### src/design/pnc_pkg.sv
`default_nettype none
package pnc_pkg;

  localparam int PALETTE_DEPTH = 256;
  localparam int IDX_W         = $clog2(PALETTE_DEPTH);
  localparam int CNT_W         = 9;
  localparam int DIST_W        = 18;

  localparam logic [9:0] WEIGHT_RED   = 10'd299;
  localparam logic [9:0] WEIGHT_GREEN = 10'd587;
  localparam logic [9:0] WEIGHT_BLUE  = 10'd114;

  localparam logic [1:0] CMD_WRITE  = 2'd0;
  localparam logic [1:0] CMD_FIND   = 2'd1;
  localparam logic [1:0] CMD_READ   = 2'd2;
  localparam logic [1:0] CMD_UNUSED = 2'd3;

  localparam logic [1:0] STATUS_OK        = 2'd0;
  localparam logic [1:0] STATUS_NOT_FOUND = 2'd1;
  localparam logic [1:0] STATUS_RANGE     = 2'd2;

  localparam int          CFG_ADDR_W       = 3;
  localparam logic        REG_ENTRY_COUNT  = 1'b0;
  localparam logic [17:0] MAX_DISTANCE     = 18'd255000;

  typedef struct packed {
    logic [7:0] red;
    logic [7:0] green;
    logic [7:0] blue;
  } rgb_t;

  typedef struct packed {
    logic             valid;
    logic [IDX_W-1:0] idx;
  } tag_t;

  function automatic logic [7:0] abs_diff(input logic [7:0] a, input logic [7:0] b);
    abs_diff = (a > b) ? (a - b) : (b - a);
  endfunction

endpackage
`default_nettype wire

### src/design/pnc_dist.sv
`default_nettype none
module pnc_dist (
  input  logic          clk,
  input  logic          rst,
  input  pnc_pkg::tag_t in_tag,
  input  pnc_pkg::rgb_t entry,
  input  pnc_pkg::rgb_t target,
  output pnc_pkg::tag_t out_tag,
  output pnc_pkg::rgb_t out_entry,
  output logic [17:0]   out_dist
);
  import pnc_pkg::*;

  // Stage one: weighted channel differences. Stage two: their sum.
  tag_t        tag1;
  rgb_t        entry1;
  logic [17:0] prod_r;
  logic [17:0] prod_g;
  logic [17:0] prod_b;

  always_ff @(posedge clk) begin
    if (rst) begin
      tag1.valid    <= 1'b0;
      out_tag.valid <= 1'b0;
    end else begin
      tag1.valid    <= in_tag.valid;
      out_tag.valid <= tag1.valid;
    end
    tag1.idx    <= in_tag.idx;
    entry1      <= entry;
    prod_r      <= {8'd0, WEIGHT_RED}   * {10'd0, abs_diff(target.red,   entry.red)};
    prod_g      <= {8'd0, WEIGHT_GREEN} * {10'd0, abs_diff(target.green, entry.green)};
    prod_b      <= {8'd0, WEIGHT_BLUE}  * {10'd0, abs_diff(target.blue,  entry.blue)};
    out_tag.idx <= tag1.idx;
    out_entry   <= entry1;
    out_dist    <= prod_r + prod_g + prod_b;
  end

endmodule
`default_nettype wire

### config.mk
export PLATFORM = sky130hd
export DESIGN_NAME = pnc_dist
export DESIGN_NICKNAME = d
export VERILOG_FILES = /design/src/design/pnc_pkg.sv /design/src/design/pnc_dist.sv
export SDC_FILE = /design/constraint.sdc
export NUM_CORES = 1
export LEC_CHECK = 0
export BUFFER_PORTS_ARGS = -buffer_cell sky130_fd_sc_hd__buf_2
export CORE_AREA = 2 2 146 148
export DETAILED_ROUTE_END_ITERATION = 16
export DIE_AREA = 0 0 148 150
export PLACE_DENSITY = 0.72
export SYNTH_ARGS = -nofsm -noshare
export SYNTH_HDL_FRONTEND = slang
export SYNTH_SLANG_ARGS = --single-unit
### constraint.sdc
create_clock -name clk -period 15.6 [get_ports clk]
set_input_delay 4.68 -clock clk [delete_from_list [all_inputs] [get_ports clk]]
set_output_delay 4.68 -clock clk [all_outputs]
set_load 0.05 [all_outputs]
==> results.sh, run 1 <==
export IMPL_hold_class="flip-flop to flip-flop"
export IMPL_yosysUniqueCellTypes=52
export IMPL_synth_avg_cell_area_um2=10.5
export IMPL_start_util=0.440
export IMPL_antenna_left=0
export IMPL_syn_to_final_growth_pct=16.1
export IMPL_grt_max_degree=17
export IMPL_cts_tree="done"
export IMPL_dr_pass1_iters=5
export IMPL_cp_common_cell="inv_1"
export IMPL_diodes=0
export IMPL_max_freq_mhz=102
export IMPL_nNetsFinal=1288
export IMPL_endpoint_kind="flip-flop"
export IMPL_yosysSeqAreaShare=0.293
export IMPL_vias_per_cell=4.92
export IMPL_antenna_found_initial=1
export IMPL_cts_root_buf="clkbuf_16"
export IMPL_cp_max_fo=9
export IMPL_grt_pass1_vias=6278
export IMPL_max_stage_delay_ps=540
export IMPL_fillCellCount=1910
export IMPL_cts_clk_slew_worst_paths_ps=60
export IMPL_die_h_um=150
export IMPL_portBuffers=109
export IMPL_post_route_util=0.511
export IMPL_synth_edff_count=0
export IMPL_routed_wl_mm=16.8
export IMPL_crit_family="adder cells"
export IMPL_final_hold_viol_count=0
export IMPL_cts_buffers=17
export IMPL_async_flop_share=0
export IMPL_tns_ps=0
export IMPL_synth_cells=869
export IMPL_worstMarginPinSlew_ps=725
export IMPL_cts_resized=0
export IMPL_cts_max_level=4
export IMPL_critical_path_startpoint_type="primary input"
export IMPL_hpwl_mm=13.6
export IMPL_slew_viol_final=0
export IMPL_worst_path_max_delay_cell="fa_1"
export IMPL_insertion_delay_ps=420
export IMPL_yosysTopAreaCellShare=0.293
export IMPL_outcome="complete, no violations"
export IMPL_grt_total_usage=0.159
export IMPL_period_minus_slack_ps=9760
export IMPL_ys_ff_latch=133
export IMPL_period_share=0.626
export IMPL_path_class="primary input to flip-flop"
export IMPL_drc=0
export IMPL_dieArea_um2=22200
export IMPL_drv_cap=0
export IMPL_die_w_um=148
export IMPL_core_rowCount=53
export IMPL_yosysWarnings=0
export IMPL_ys_flop_type="dfxtp_1"
export IMPL_finalSetupViolCount=0
export IMPL_synth_nets=1167
export IMPL_crit_required_ps=15900
export IMPL_synth_area_top_cells="dfxtp_1 (29%), ha_1 (26%), fa_1 (11%)"
export IMPL_place_congestion=0.875
export IMPL_grt_pass1_wl_mm=28.3
export IMPL_drive_above_1_share=0.157
export IMPL_cts_sinks=133
export IMPL_cts_hold_buffers=0
export IMPL_coreArea_um2=20700
export IMPL_holdWs_ps=322
export IMPL_worstPathCellList="buf_2 > inv_1 > ha_1 > a21o_1 > o21bai_1 > a21oi_2 > o21ai_4 > mux2i_1 > xor2_1 > ha_1 > inv_1 > fa_1 > inv_1 > fa_1 > inv_1 > fa_1 > inv_1 > ha_1 > o211a_1 > o31ai_1 > a21oi_1 > xor2_1"
export IMPL_cts_setup_buffers=0
export IMPL_grt_ovfl_total=0
export IMPL_rsz0062_at_grt="no"
export IMPL_cp_arrival_ps=10060
export IMPL_relSlewSlack=0.513
export IMPL_critPathBufInv=6
export IMPL_drt_initial_drc_count=135
export IMPL_clockBufferDepth=2
export IMPL_routedWlPerCell_um=13.1
export IMPL_netlist_area_um2=9100
export IMPL_yosysTopAreaCell="dfxtp_1"
export IMPL_finalClockSkew_ps=10.3
export IMPL_io_pins=110
export IMPL_routed_via_count=6289
## layer usage
metal | wire length, um | track usage | up-vias
li1 | - | - | 3207
met1 | 7570 | 0.195 | 2945
met2 | 8190 | 0.276 | 119
met3 | 781 | 0.0405 | 18
met4 | 219 | 0.0486 | 0
met5 | 0 | 0 | -
## kinds of logic (layout without fill, tap and decap cells)
| logic type | after synthesis | after routing | synth area share |
|---|---|---|---|
| adder cells (fa/ha/maj) | 239 | 239 | 0.372 |
| AO/OA/AOI/OAI | 168 | 168 | 0.130 |
| flip-flops | 133 | 133 | 0.293 |
| buffers and inverters | 129 | 262 | 0.0541 |
| AND/OR/NAND/NOR | 109 | 109 | 0.0591 |
| XOR/XNOR | 71 | 71 | 0.0699 |
| multiplexers | 20 | 20 | 0.0224 |
## through the flow
step / instances / cell area (um^2) / worst slack (ps)
3_5_place_dp: 1246 / 9950 / 5500
2_1_floorplan: 869 / 9100 / 6020
4_1_cts: 1277 / 10600 / 5860
6_report: 1277 / 10600 / 5840
5_1_grt: 1277 / 10600 / 5550
3_3_place_gp: 1246 / 9950 / 5530
## cell type report
type / count / area [um^2] / share of cell area
Inverter: 122 / 458 / 0.0433
Clock inverter: 13 / 174 / 0.0165
Timing Repair Buffer: 109 / 546 / 0.0516
Tap cell: 275 / 344 / 0.0326
Clock buffer: 18 / 439 / 0.0416
Multi-Input combinational cell: 607 / 5940 / 0.562
Sequential cell: 133 / 2660 / 0.252
## path summary, 6_finish.rpt
kind,start,to,slack (ps),cells past startpoint
setup / recovery,entry[12],prod_g[14],5840,22
hold / removal,tag1[1],out_tag[1],320,0
setup reg to reg,prod_r[1],out_dist[17],12690,10
hold reg to reg,tag1[1],out_tag[1],320,0
## flip-flops by register name (all words and copies together), names as in the netlist
signal and count:
tag1 9, prod_r 17, prod_g 18, out_tag 9, prod_b 14, out_entry 24
entry1 24, out_dist 18
## worst reg2reg max path: stages, from the launching register on
cell     delay [ps]
dfxtp_1         310
fa_1            550
ha_1            190
inv_1            60
fa_1            390
nor2b_1         190
o31ai_1         130
a31oi_1         330
a41o_1          320
o221a_1         230
xnor2_1         120
## synth_stat cells, drive strengths merged, types with 2 or more instances
cell type	number
a21o	33
o31ai	2
and3	2
nor2b	14
a211oi	9
o21a	7
o211ai	4
and4	2
nand3	5
a31oi	7
and2	2
o21bai	12
nor2	38
o211a	2
a221oi	5
mux2	3
a21oi	50
o41ai	3
xnor2	52
buf	6
a21boi	2
nand4	6
nor3	8
o21ai	21
nand2b	5
o22ai	3
a311oi	2
fa	52
inv	122
or3	5
xor2	18
dfxtp	133
mux2i	17
nand3b	2
ha	187
or2	2
nand2	18
## cell usage in the layout (no fill, tap or decap), types with 3 or more instances in the layout
cell type | Yosys | final
ha_1 | 187 | 187
dfxtp_1 | 133 | 133
inv_1 | 122 | 122
buf_2 | 6 | 109
xnor2_1 | 52 | 52
fa_1 | 52 | 52
a21oi_1 | 46 | 46
nor2_1 | 38 | 38
a21o_1 | 33 | 33
nand2_1 | 18 | 18
xor2_1 | 18 | 18
mux2i_1 | 17 | 17
o21ai_0 | 17 | 17
clkbuf_16 | 0 | 17
nor2b_1 | 14 | 14
o21bai_1 | 12 | 12
a211oi_1 | 9 | 9
a31oi_1 | 7 | 7
o21a_1 | 7 | 7
nor3_1 | 7 | 7
nand4_1 | 6 | 6
nand3_1 | 5 | 5
or3_1 | 5 | 5
a221oi_1 | 5 | 5
nand2b_1 | 5 | 5
a21oi_2 | 4 | 4
o211ai_1 | 4 | 4
clkinv_4 | 0 | 4
o21ai_1 | 3 | 3
mux2_2 | 3 | 3
bufinv_16 | 0 | 3
inv_6 | 0 | 3
clkinvlp_4 | 0 | 3
Power of run 1 is left out: the tool's default activity adds up to more than one toggle a clock period on the data nets, which glitch-free logic cannot reach.
==> inputs of run 2 (changes only) <==
==> constraint.sdc (replaced) <==
create_clock -name clk -period 9.8 [get_ports clk]
set_input_delay 2.94 -clock clk [delete_from_list [all_inputs] [get_ports clk]]
set_output_delay 2.94 -clock clk [all_outputs]
set_load 0.05 [all_outputs]
==> run 2 against run 1 <==
Net effect:
- final cell count is essentially flat
- flip-flop and latch count is the same
- global-route usage grew 0.28 points
- die area is the same
- count of clock-buffer cells in the layout shrank 1
- final area shrank 0.30%
- setup slack lost 4000 ps
- clock skew grew 2.0 ps
- critical path depth grew 2
- via count grew 0.38%
- first-iteration DRC count grew 5.9%
==> results.sh, run 2 (same netlist as run 1, synthesis figures left out) <==
export IMPL_outcome="complete, no violations"
export IMPL_period_minus_slack_ps=7950
export IMPL_crit_family="adder cells"
export IMPL_core_rowCount=53
export IMPL_grt_pass1_vias=6493
export IMPL_mostFrequentLayoutCells="ha_1 (187), dfxtp_1 (133), inv_1 (122), buf_2 (109)"
export IMPL_grt_max_degree=17
export IMPL_max_stage_delay_ps=540
export IMPL_r2r_setup_slack_ps=6870
export IMPL_drc=0
export IMPL_path_class="primary input to flip-flop"
export IMPL_cts_root_buf="clkbuf_16"
export IMPL_cts_hold_buffers=0
export IMPL_nNetsFinal=1288
export IMPL_portBuffers=109
export IMPL_setup_slack_ps=1850
export IMPL_drive_above_1_share=0.158
export IMPL_drt_initial_drc_count=143
export IMPL_cts_buffers=17
export IMPL_critical_path_startpoint_type="primary input"
export IMPL_drv_cap=0
export IMPL_hpwl_mm=13.6
export IMPL_worstPathCellList="buf_2 > inv_1 > ha_1 > inv_1 > fa_1 > a21o_1 > nand4_1 > a21oi_1 > o22ai_2 > mux2i_1 > xor2_1 > ha_1 > ha_1 > inv_1 > fa_1 > fa_1 > inv_1 > ha_1 > a21oi_1 > nor2b_1 > a311oi_2 > o22ai_1 > o41ai_1 > xnor2_1"
export IMPL_insertion_delay_ps=430
export IMPL_cts_max_level=4
export IMPL_cts_sinks=133
export IMPL_final_cells=1278
export IMPL_syn_to_final_growth_pct=15.8
export IMPL_dieArea_um2=22200
export IMPL_antenna_left=0
export IMPL_cts_setup_buffers=0
export IMPL_cp_arrival_ps=8310
export IMPL_endpoint_kind="flip-flop"
export IMPL_grt_ovfl_total=0
export IMPL_crit_required_ps=10160
export IMPL_final_hold_viol_count=0
export IMPL_max_freq_mhz=126
export IMPL_cts_tree="done"
export IMPL_start_util=0.440
export IMPL_worst_path_max_delay_cell="fa_1"
export IMPL_grt_total_usage=0.162
export IMPL_hold_class="flip-flop to flip-flop"
export IMPL_cts_resized=0
export IMPL_critPathBufInv=5
export IMPL_finalSetupViolCount=0
export IMPL_tns_ps=0
export IMPL_rsz0062_at_grt="no"
export IMPL_path_depth=24
export IMPL_routed_via_count=6313
export IMPL_period_share=0.811
export IMPL_io_pins=110
export IMPL_final_common_cell="ha_1"
export IMPL_coreArea_um2=20700
export IMPL_grt_pass1_wl_mm=29.1
export IMPL_numPlacedInstances=1246
export IMPL_routed_wl_mm=16.7
export IMPL_antenna_found_initial=2
export IMPL_dr_pass1_iters=4
export IMPL_die_w_um=148
export IMPL_cts_clk_slew_worst_paths_ps=70
export IMPL_clockBufferDepth=2
export IMPL_top_regs="entry1: 24 flops, out_entry: 24 flops"
export IMPL_pre_cts_slack_ps=1410
export IMPL_finalClockSkew_ps=12.3
export IMPL_place_congestion=0.876
export IMPL_vias_per_cell=4.94
export IMPL_ff2ff_path_depth=10
export IMPL_cp_max_fo=6
export IMPL_diodes=0
export IMPL_hold_depth=0
export IMPL_relSlewSlack=0.531
export IMPL_routedWlPerCell_um=13.1
export IMPL_worstMarginPinSlew_ps=699
export IMPL_slew_viol_final=0
export IMPL_die_h_um=150
-- run 2: changes by cell type in the layout (fill, tap and decap cells not counted) --
cell and delta:
bufinv_16 -2, clkbuf_8 -1, clkinv_4 -3, inv_6 +4
inv_8 +3
-- run 2: final timing paths --
kind | from | endpoint
setup reg to reg | prod_r[1] | out_dist[17]
hold / removal | tag1[6] | out_tag[6]
hold reg to reg | tag1[6] | out_tag[6]
setup / recovery | target[16] | prod_r[14]
-- run 2: through the flow --
step / area, um^2 / hold WS (ps) / util
3_3_place_gp: 9950 / 310 / 0.481
3_5_place_dp: 9950 / 312 / 0.481
4_1_cts: 10500 / 327 / 0.509
5_1_grt: 10500 / 331 / 0.509
6_report: 10500 / 326 / 0.509
2_1_floorplan: 9100 / 310 / -
-- run 2: metal layers --
layer / global-route usage / vias to the layer above / wire length, um
met5: 0 / - / 0
met2: 0.286 / 108 / 8100
met4: 0.0557 / 0 / 255
met1: 0.198 / 2982 / 7720
met3: 0.0308 / 21 / 653
li1: - / 3202 / -
-- run 2: area by class of cell --
type | count | area, um^2
Sequential cell | 133 | 2660
Multi-Input combinational cell | 607 | 5940
Inverter | 122 | 458
Clock inverter | 15 | 156
Clock buffer | 17 | 425
Tap cell | 275 | 344
Fill cell | 1887 | 10200
Timing Repair Buffer | 109 | 546
Power of run 2 is left out for the same reason.
